## config.mk

```make
export PLATFORM = sky130hd
export DESIGN_NAME = rvalu_cell
export DESIGN_NICKNAME = d
export VERILOG_FILES = /design/src/rtl/rv32im_integer_alu_assert.svh /design/src/rtl/rvalu_pkg.sv /design/src/rtl/rvalu_cell.sv
export SDC_FILE = /design/constraint.sdc
export NUM_CORES = 1
export LEC_CHECK = 0
export ABC_CLOCK_PERIOD_IN_PS = 1700
export BUFFER_PORTS_ARGS = -buffer_cell sky130_fd_sc_hd__buf_2
export CAP_MARGIN = 15
export CORE_ASPECT_RATIO = 0.8
export CORE_MARGIN = 2
export CORE_UTILIZATION = 35
export CTS_CLUSTER_SIZE = 28
export DETAILED_ROUTE_END_ITERATION = 10
export PLACE_DENSITY = 0.54
export REMOVE_ABC_BUFFERS = 1
export SLEW_MARGIN = 20
export SYNTH_ARGS = -nofsm -noshare
export SYNTH_HDL_FRONTEND = slang
export SYNTH_SLANG_ARGS = --single-unit
```

## constraint.sdc

```tcl
create_clock -name clk -period 1.7 [get_ports clk]
set_input_delay 0.255 -clock clk [delete_from_list [all_inputs] [get_ports clk]]
set_output_delay 0.255 -clock clk [all_outputs]
set_load 0.03 [all_outputs]
```

## src/rtl/rv32im_integer_alu_assert.svh

```systemverilog
// assertion macros for the integer alu
`ifndef RV32IM_INTEGER_ALU_ASSERT_SVH
`define RV32IM_INTEGER_ALU_ASSERT_SVH
`ifndef SYNTHESIS
`define ALU_ASSERT_IMPLY(label, clk_s, rst_s, lhs, rhs) \
    label: assert property (@(posedge clk_s) disable iff (!rst_s) (lhs) |-> (rhs)) \
        else $error("assertion failed");
`define ALU_ASSERT_NEXT(label, clk_s, rst_s, lhs, rhs) \
    label: assert property (@(posedge clk_s) disable iff (!rst_s) (lhs) |=> (rhs)) \
        else $error("assertion failed");
`else
`define ALU_ASSERT_IMPLY(label, clk_s, rst_s, lhs, rhs)
`define ALU_ASSERT_NEXT(label, clk_s, rst_s, lhs, rhs)
`endif
`endif

```

## src/rtl/rvalu_pkg.sv

```systemverilog
package rvalu_pkg;

    localparam int unsigned CELLS = 32;

    typedef enum logic [4:0] {
        CMD_ADD    = 5'd0,
        CMD_SUB    = 5'd1,
        CMD_SLL    = 5'd2,
        CMD_SLT    = 5'd3,
        CMD_SLTU   = 5'd4,
        CMD_XOR    = 5'd5,
        CMD_SRL    = 5'd6,
        CMD_SRA    = 5'd7,
        CMD_OR     = 5'd8,
        CMD_AND    = 5'd9,
        CMD_MUL    = 5'd10,
        CMD_MULH   = 5'd11,
        CMD_MULHSU = 5'd12,
        CMD_MULHU  = 5'd13,
        CMD_DIV    = 5'd14,
        CMD_DIVU   = 5'd15,
        CMD_REM    = 5'd16,
        CMD_REMU   = 5'd17,
        CMD_LUI    = 5'd18,
        CMD_AUIPC  = 5'd19
    } cmd_t;

    typedef enum logic [2:0] {
        KIND_DONE,
        KIND_MUL_LO,
        KIND_MUL_HI,
        KIND_QUO,
        KIND_REM
    } kind_t;

    // word moving along the chain
    typedef struct packed {
        logic        valid;
        kind_t       kind;
        logic [4:0]  dest;
        logic [31:0] value;
        logic        neg_q;
        logic        neg_r;
        logic        div_zero;
        logic [31:0] orig_a;
        logic [32:0] mcand;
        logic [63:0] acc;
        logic [31:0] quo;
        logic [31:0] dvs;
    } cell_word_t;

endpackage

```

## src/rtl/rvalu_cell.sv

```systemverilog
module rvalu_cell
(
    input  logic                    clk,
    input  logic                    rst_n,
    input  logic                    advance,
    input  logic [4:0]              step,
    input  rvalu_pkg::cell_word_t   prev,
    output rvalu_pkg::cell_word_t   cur
);

    rvalu_pkg::cell_word_t cur_reg;
    rvalu_pkg::cell_word_t cur_next;
    logic        valid_reg;
    logic [63:0] mul_addend;
    logic [32:0] rem_shift;
    logic [33:0] rem_diff;

    always_comb
    begin
        cur_next = prev;
        mul_addend = '0;
        rem_shift = '0;
        rem_diff = '0;
        unique case (prev.kind)
            rvalu_pkg::KIND_MUL_LO, rvalu_pkg::KIND_MUL_HI:
            begin
                // sign-extended multiplicand at this cell's bit weight, top bit negative
                mul_addend = {{31{prev.mcand[32]}}, prev.mcand} << step;
                if (prev.quo[0])
                begin
                    if (step == 5'd31 && prev.neg_q)
                        cur_next.acc = prev.acc - mul_addend;
                    else
                        cur_next.acc = prev.acc + mul_addend;
                end
                cur_next.quo = {1'b0, prev.quo[31:1]};
            end
            rvalu_pkg::KIND_QUO, rvalu_pkg::KIND_REM:
            begin
                rem_shift = {prev.acc[31:0], prev.quo[31]};
                rem_diff  = {1'b0, rem_shift} - {2'b00, prev.dvs};
                cur_next.quo = {prev.quo[30:0], ~rem_diff[33]};
                cur_next.acc = {32'd0, rem_diff[33] ? rem_shift[31:0] : rem_diff[31:0]};
            end
            default:
            begin
                cur_next.acc = prev.acc;
            end
        endcase
    end

    always_ff @(posedge clk or negedge rst_n)
    begin
        if (!rst_n)
            valid_reg <= 1'b0;
        else if (advance)
            valid_reg <= prev.valid;
    end

    always_ff @(posedge clk)
    begin
        if (advance)
            cur_reg <= cur_next;
    end

    always_comb
    begin
        cur = cur_reg;
        cur.valid = valid_reg;
    end

endmodule

```

==> flow_summary.toml, run 1 <==
[pwr]
p_int_mw = 17.5
p_sw_mw = 9.93
swShare = 0.363
seqPwrFrac = 0.265
peakVddDrop_uv = 748
p_total_mw = 27.4
cellPowerDensity_nw_per_um2 = 812
combPwrFrac = 0.504
power_leakage_nw = 15.2
clkPwrFrac = 0.232

[clock_tree]
cts_inserted_buffers = 26
clk_pin_slew_ns = 0.07
clk_path_buf_depth = 3
clock_tree.root_cell = "clkbuf_16"
cts_tree = "done"
htree_levels = 1
insertion_delay_ns = 0.58
cts_sinks = 237

[yosys]
yosysMostFrequentCell = "edfxtp_1"
yosysWarnings = 0
syn-cell-area_um2 = 19200
yosys.area.top_type = "edfxtp_1"
yosysSeqAreaShare = 0.370
yosys.area.top_type_share = 0.369
syn-mean-instance-area_um2 = 9.50
ys_seq_elements = 237
ys.flop_type = "edfxtp_1"
synth_common_cells = "edfxtp_1 (236), nand2_1 (231), o21ai_0 (156), nor2_1 (143), a21oi_1 (131)"
synth_edf_count = 236
yosysUniqueCellTypes = 99
synth_area_leaders = "edfxtp_1 (37%), ha_1 (6.3%), nand2_1 (4.5%), o21ai_0 (4.1%), mux4_2 (3.9%)"
ys_async_sr_fraction = 0.00422
syn_inst = 2023

[setup_path]
required_ns = 2.03
worst_setup_path_start_kind = "primary input"
slowest_delay_ns = 0.32
worst-setup-path-type = "in -> reg"
cp_max_fo = 6
slowest_stage = "a31oi_1"
cp_common_cell = "buf_4"
arrival_ns = 5.47
setup.worst_path.end_class = "flip-flop"

[floorplanning]
fp.coreArea_um2 = 54000
boundaryPins = 482
rows = 76
dieHeight_um = 214
die_w_um = 266
die_area_um2 = 56800
initial_core_util = 0.356

[timing]
slew_headroom = 0.563
rsz0062_at_grt = "yes"
fin_crit_sh = 3.03
fmax_ghz = 0.194
min_period_ns = 5.14
fin_ws_ns = -3.44
whs_ns = 0.0331
maxSlewViolCount = 0
hold_viol = 0
fin_skew_ns = 0
fin_tns_setup_ns = -167.12
setup_violations = 65
tightest_slew_ns = 0.637

[placed_design]
dp_hpwl_mm = 61.0
globalplace.congestion = 0.963
dp.cells = 3811
pre_cts_slack_ns = -4.66
numPortBuffers = 481
dpl_cell_area_um2 = 27700

[route]
routed_wl_mm = 80.6
final_antenna_net_count = 0
wl_per_cell_um = 19.4
drt_iter0_drc = 1681
drc = 0
num_vias = 21911
vias_per_cell = 5.27
first_pass_iters = 7

[global_routing]
grt_max_degree = 62
grt_pass1_wl_mm = 121
grt_use_met1 = 0.389
top_usage_layer = "met2"
grt.overflow.total = 0
antenna_found_initial = 2
grt_util_met2 = 0.433
use_met3 = 0.0317
first_global_vias = 21691
track_usage = 0.270

[final_layout]
final_util = 0.624
stdcell_area_um2 = 33700
layout-drive-gt1-share = 0.513
final_cells = 4159
num-nets-final = 3778
fillCellCount = 4515
largest_reg_flops = 236
syn_to_final_growth_pct = 75.5

[outcome]
status = "finished, violations left"
failed_checks = "setup timing"

[worst_hold_path]
hold_path.class = "in -> reg"

[run]
maxCapViolCount = 0
==> cells in the final DEF (no fill, tap or decap), drive strengths merged, types with 13 or more instances in the layout <==
cell type    netlist  final
buf               37   1318
clkbuf            74     30
nor2             145    145
nor2b             23     23
xnor2             81     81
a21oi            133    133
mux4              34     34
xor2              57     57
nand2            231    231
ha                96     96
o211ai            13     13
nand4             16     16
nand3             46     46
and3              14     14
a22oi             55     55
nand2b            29     29
o31ai             15     15
o221ai            13     13
mux2              31     31
inv               65     68
a211oi            16     16
o21bai            20     20
dlygate4sd3        0    175
o21ai            171    171
edfxtp           236    236
a31oi             24     24
nor3              51     51
mux2i             74     74
a21o              64     64
o21a              14     14
==> metal layers <==
layer,part of all wire,vias to the layer above
met5,0,-
met4,0.027,0
met3,0.058,118
met2,0.46,762
met1,0.46,10572
li1,-,10459
==> layout make-up <==
class / instances / area (µm²) / area share
diodes: 2 / 5.00 / 0.000148
clock buffers: 28 / 658 / 0.0195
clock inverters: 20 / 283 / 0.00839
inverters: 68 / 258 / 0.00764
multi-input cells: 1607 / 13300 / 0.395
flip-flops and latches: 237 / 7110 / 0.211
well taps: 702 / 878 / 0.0260
repair buffers: 1495 / 11200 / 0.333
==> power groups by stage <==
stage          registers [mW]  clock network (mW)  logic, mW
2_1_floorplan            8.56                   0       4.42
3_3_place_gp             7.36                   0       10.9
3_5_place_dp             7.37                   0       10.9
4_1_cts                  7.26                6.51       12.8
5_1_grt                  7.30                6.68       14.7
6_report                 7.26                6.34       13.8
==> worst max-delay path, delay by kind of cell <==
| kind | cells | cell delay [ns] |
|---|---|---|
| XOR/XNOR | 2 | 0.34 |
| buffers and inverters | 8 | 1.11 |
| adder cells (fa/ha/maj) | 1 | 0.26 |
| AO/OA/AOI/OAI | 13 | 2.38 |
| AND/OR/NAND/NOR | 7 | 1.12 |
==> kinds of logic (layout without fill, tap and decap cells) <==
kind of cell,Yosys count,count (layout),synth area share
xor+xnor,138,138,0.0633
fa+ha+maj,98,98,0.0646
compound gates,617,617,0.210
simple gates,615,615,0.151
mux,139,139,0.101
buf+inv,179,1611,0.0405
other cells,0,2,0
flops,237,237,0.370
==> worst paths after layout <==
kind / cells after the start / from / to / slack [ns]
max: 31 / step[1] / cur[124] / -3.44
min: 2 / prev[136] / cur[136] / 0.03
max reg2reg: 1 / valid_reg / valid_reg / 0.95
min reg2reg: 1 / valid_reg / valid_reg / 0.52
max in group asynchronous: 3 / rst_n / valid_reg / 1.06
min in group asynchronous: 3 / rst_n / valid_reg / 0.53
==> repair_timing <==
item,4_1_cts,5_1_grt
buffers inserted,87,43
gates resized for setup,415,154
cloned,4,2
pin swaps,180,105
setup endpoints to repair,65,82
hold endpoints to repair,183,0
hold buffers,175,0
Power figures use the tool's default switching activity.
==> run 2: changes to the inputs <==
- GPL_TIMING_DRIVEN: default -> 0
==> run 2 against run 1 <==
  * The run still ends with setup timing left
  * Total power down 13%
  * Worst setup slack improved by 0.033 ns
  * Flip-flop and latch count unchanged
  * Critical path depth down 5
  * Largest cell class unchanged
==> flow_summary.toml, run 2 (synthesized netlist as in run 1, its figures left out) <==
[timing]
fin_ws_ns = -3.41
maxSlewViolCount = 0
slew_headroom = 0.450
rsz0062_at_grt = "yes"
whs_ns = 0.0299
fin_crit_sh = 3.01
min_period_ns = 5.11
fin_skew_ns = 0
fmax_ghz = 0.196
hold_viol = 0
setup_violations = 65
tightest_slew_ns = 0.824
fin_tns_setup_ns = -164.27

[final_layout]
largest_reg_flops = 236
syn_to_final_growth_pct = 46.9
layout.cells.most_common = "buf_2"
layout_common_cells = "buf_2 (473), edfxtp_1 (236), nand2_1 (213), dlygate4sd3_1 (194), nor2_1 (123)"
layout-drive-gt1-share = 0.377
num-nets-final = 3100
stdcell_area_um2 = 28200

[setup_path]
worst_setup_path_start_kind = "primary input"
regToRegSetupSlack_ns = 0.95
cp_common_cell = "a21o_1"
cp_max_fo = 8
setup.worst_path.end_class = "flip-flop"
slowest_stage = "mux4_2"
slowest_delay_ns = 0.57
arrival_ns = 5.42
required_ns = 2.01
worst-setup-path-type = "in -> reg"

[route]
drc = 0
wl_per_cell_um = 20.2
num_vias = 19054
first_pass_iters = 6
vias_per_cell = 5.48
final_antenna_net_count = 0
drt_iter0_drc = 1759
routed_wl_mm = 70.4

[global_routing]
grt_pass1_wl_mm = 104
antenna_found_initial = 4
track_usage = 0.232
first_global_vias = 17889
grt.overflow.total = 0
grt_max_degree = 102

[placed_design]
dp_hpwl_mm = 50.7
dpl_cell_area_um2 = 22300
globalplace.congestion = 0.917
numPortBuffers = 481

[clock_tree]
clk_path_buf_depth = 3
clock_tree.root_cell = "clkbuf_16"
insertion_delay_ns = 0.58
cts_sinks = 237
cts_tree = "done"
cts_inserted_buffers = 27
htree_levels = 1
clk_pin_slew_ns = 0.06

[pwr]
cellPowerDensity_nw_per_um2 = 840
peakVddDrop_uv = 724
power_leakage_nw = 11.7
p_total_mw = 23.7

[outcome]
status = "finished, violations left"
failed_checks = "setup timing"

[floorplanning]
boundaryPins = 482
die_w_um = 266
initial_core_util = 0.356
dieHeight_um = 214
fp.coreArea_um2 = 54000
die_area_um2 = 56800
rows = 76

[worst_hold_path]
hold_path.class = "in -> reg"

[run]
maxCapViolCount = 0
-- run 2: changes by cell type in the layout (fill, tap and decap cells not counted), moves of 8 or more --
cell and delta:
ha_1 -16, buf_6 -61, dlygate4sd3_1 +19, o21ai_0 +22, buf_12 -17, a21oi_2 -12
ha_2 +10, o21ai_2 -10, a21oi_1 +16, mux2i_1 -8, buf_4 -628, o21ai_1 -16
-- run 2: stage by stage --
stage | setup slack (ns) | instances | utilization
4_1_cts | -3.36 | 3408 | 0.490
3_3_place_gp | -9.53 | 3095 | 0.407
6_report | -3.41 | 3479 | 0.523
3_5_place_dp | -6.75 | 3107 | 0.413
5_1_grt | -3.64 | 3479 | 0.523
2_1_floorplan | -3.89 | 1912 | -
-- run 2: worst max-delay path: cells and delay by family --
family                   cells  cell delay, ns
AND/OR/NAND/NOR              5            0.75
XOR/XNOR                     2            0.50
multiplexers                 3            1.03
adder cells (fa/ha/maj)      1            0.29
buffers and inverters        4            0.57
AO/OA/AOI/OAI               11            2.00
-- run 2: timing repair --
action | 4_1_cts | 5_1_grt
setup endpoints to repair | 65 | 65
buffers inserted | 56 | 64
pin swaps | 63 | 95
resized for setup | 213 | 264
hold endpoints to repair | 194 | 0
cloned | 5 | 4
hold buffers | 194 | 0
-- run 2: path summary, 6_finish.rpt --
kind                                start         to  depth (start not counted)
worst max-delay path              step[0]   cur[126]                         26
worst min-delay path            prev[102]   cur[102]                          3
worst max register to register  valid_reg  valid_reg                          1
worst min register to register  valid_reg  valid_reg                          1
max in group asynchronous           rst_n  valid_reg                          3
min in group asynchronous           rst_n  valid_reg                          3
-- run 2: layout make-up --
type | instances | area [µm²]
Sequential cell | 237 | 7110
Clock buffer | 39 | 751
Timing Repair Buffer | 815 | 5910
Inverter | 68 | 290
Antenna cell | 3 | 7.51
Fill cell | 4927 | 25800
Multi-Input combinational cell | 1608 | 13200
Clock inverter | 7 | 71.3
Tap cell | 702 | 878
-- run 2: power by group --
part	leakage (nW)	internal (mW)	switching (mW)	total, mW
Combinational	8.96	4.48	6.37	10.9
Sequential	2.32	7.12	0.137	7.26
Clock	0.401	3.20	2.41	5.61
-- run 2: per-layer routing --
metal	vias to the layer above	track usage	part of all wire
met3	71	0.0270	0.059
met1	9233	0.343	0.47
met5	-	0	0.00013
li1	9082	-	-
met2	666	0.364	0.45
met4	2	0.0477	0.019
==> run 3: changes to the inputs <==
- CTS_BUF_LIST: default -> sky130_fd_sc_hd__clkbuf_8 sky130_fd_sc_hd__clkbuf_16
==> run 3 against run 2 <==
  * The flow still finishes with violations (setup timing)
  * Clock power down 1%
  * Global-route usage unchanged
  * Critical path depth unchanged
  * Via count about the same
  * Largest power group unchanged
==> flow_summary.toml, run 3 (synthesized netlist as in run 1, its figures left out) <==
[setup_path]
arrival_ns = 5.42
cp_common_cell = "a21o_1"
worst-setup-path-type = "in -> reg"
cp_top_family = "compound AO/OA/AOI/OAI gates"
cp_max_fo = 8
slowest_stage = "mux4_2"
required_ns = 2.01
slowest_delay_ns = 0.57
crit_buf_inv = 4
worst_setup_path_start_kind = "primary input"
setup.worst_path.end_class = "flip-flop"

[route]
wl_per_cell_um = 20.3
drt_iter0_drc = 1709
drc = 0
num_vias = 19057
routed_wl_mm = 70.6
vias_per_cell = 5.48
final_antenna_net_count = 0
first_pass_iters = 5

[timing]
maxSlewViolCount = 0
fin_ws_ns = -3.41
fin_skew_ns = 0
min_period_ns = 5.11
fmax_ghz = 0.196
slew_headroom = 0.452
fin_crit_sh = 3.00
hold_viol = 0
tightest_slew_ns = 0.822
setup_violations = 65
rsz0062_at_grt = "yes"
whs_ns = 0.0306

[final_layout]
num-nets-final = 3100
final_cells = 3479
layout_common_cells = "buf_2 (473), edfxtp_1 (236), nand2_1 (213), dlygate4sd3_1 (194), nor2_1 (123)"
largest_reg_flops = 236
layout.cells.most_common = "buf_2"
layout-drive-gt1-share = 0.377
syn_to_final_growth_pct = 46.9

[global_routing]
grt.overflow.total = 0
antenna_found_initial = 4
track_usage = 0.232
first_global_vias = 17889
grt_pass1_wl_mm = 104
grt_max_degree = 102

[floorplanning]
fp.coreArea_um2 = 54000
die_area_um2 = 56800
dieHeight_um = 214
die_w_um = 266
rows = 76
initial_core_util = 0.356
boundaryPins = 482

[outcome]
status = "finished, violations left"
failed_checks = "setup timing"

[run]
maxCapViolCount = 0

[placed_design]
globalplace.congestion = 0.917
dp_hpwl_mm = 50.7
dp.cells = 3107
numPortBuffers = 481

[clock_tree]
cts_tree = "done"
clk_path_buf_depth = 3
clk_pin_slew_ns = 0.06
cts_inserted_buffers = 27
insertion_delay_ns = 0.58
htree_levels = 1
cts_sinks = 237
clock_tree.root_cell = "clkbuf_16"

[pwr]
peakVddDrop_uv = 724
power_leakage_nw = 11.7
cellPowerDensity_nw_per_um2 = 838
p_total_mw = 23.7

[worst_hold_path]
hold_path.class = "in -> reg"
## run 3: area by class of cell
type / count / area (µm²)
inverter: 68 / 290
fill: 4927 / 25800
timing repair buffer: 815 / 5910
clock buffer: 30 / 717
multi-input combinational: 1608 / 13200
tap: 702 / 878
sequential: 237 / 7110
antenna: 3 / 7.51
clock inverter: 16 / 105
## run 3: worst paths after layout
kind                                start         to  slack [ns]  depth (start not counted)
worst max-delay path              step[0]   cur[126]       -3.41                         26
worst min-delay path            prev[102]   cur[102]        0.03                          3
worst max register to register  valid_reg  valid_reg        0.95                          1
worst min register to register  valid_reg  valid_reg        0.52                          1
max in group asynchronous           rst_n  valid_reg        1.08                          3
min in group asynchronous           rst_n  valid_reg        0.52                          3
## run 3: what timing repair did
action | in CTS | in global routing
hold buffers | 194 | 0
buffers inserted | 56 | 64
setup endpoints to repair | 65 | 65
cloned | 5 | 4
pin swaps | 63 | 95
hold endpoints to repair | 194 | 0
resized for setup | 213 | 264
## run 3: routing by layer
metal	track usage	part of all wire	vias up
met5	0	0.00013	-
met2	0.364	0.45	657
met1	0.343	0.47	9242
met3	0.0270	0.060	71
li1	-	-	9085
met4	0.0477	0.019	2
## run 3: per-stage QoR
stage | util | instance area [µm²] | worst slack, ns | TNS [ns]
final | 0.523 | 28200 | -3.41 | -163.93
after global routing | 0.523 | 28200 | -3.64 | -174.60
after CTS | 0.490 | 26500 | -3.36 | -165.52
after detailed placement | 0.413 | 22300 | -6.75 | -354.04
after global placement | 0.407 | 22000 | -9.53 | -1447.64
after floorplan | - | 18700 | -3.89 | -305.30
## run 3: power by group
| group | leakage [nW] | internal [mW] | switching, mW | total [mW] |
|---|---|---|---|---|
| clock | 0.439 | 3.14 | 2.41 | 5.55 |
| combinational | 8.96 | 4.48 | 6.37 | 10.9 |
| sequential | 2.32 | 7.12 | 0.137 | 7.25 |
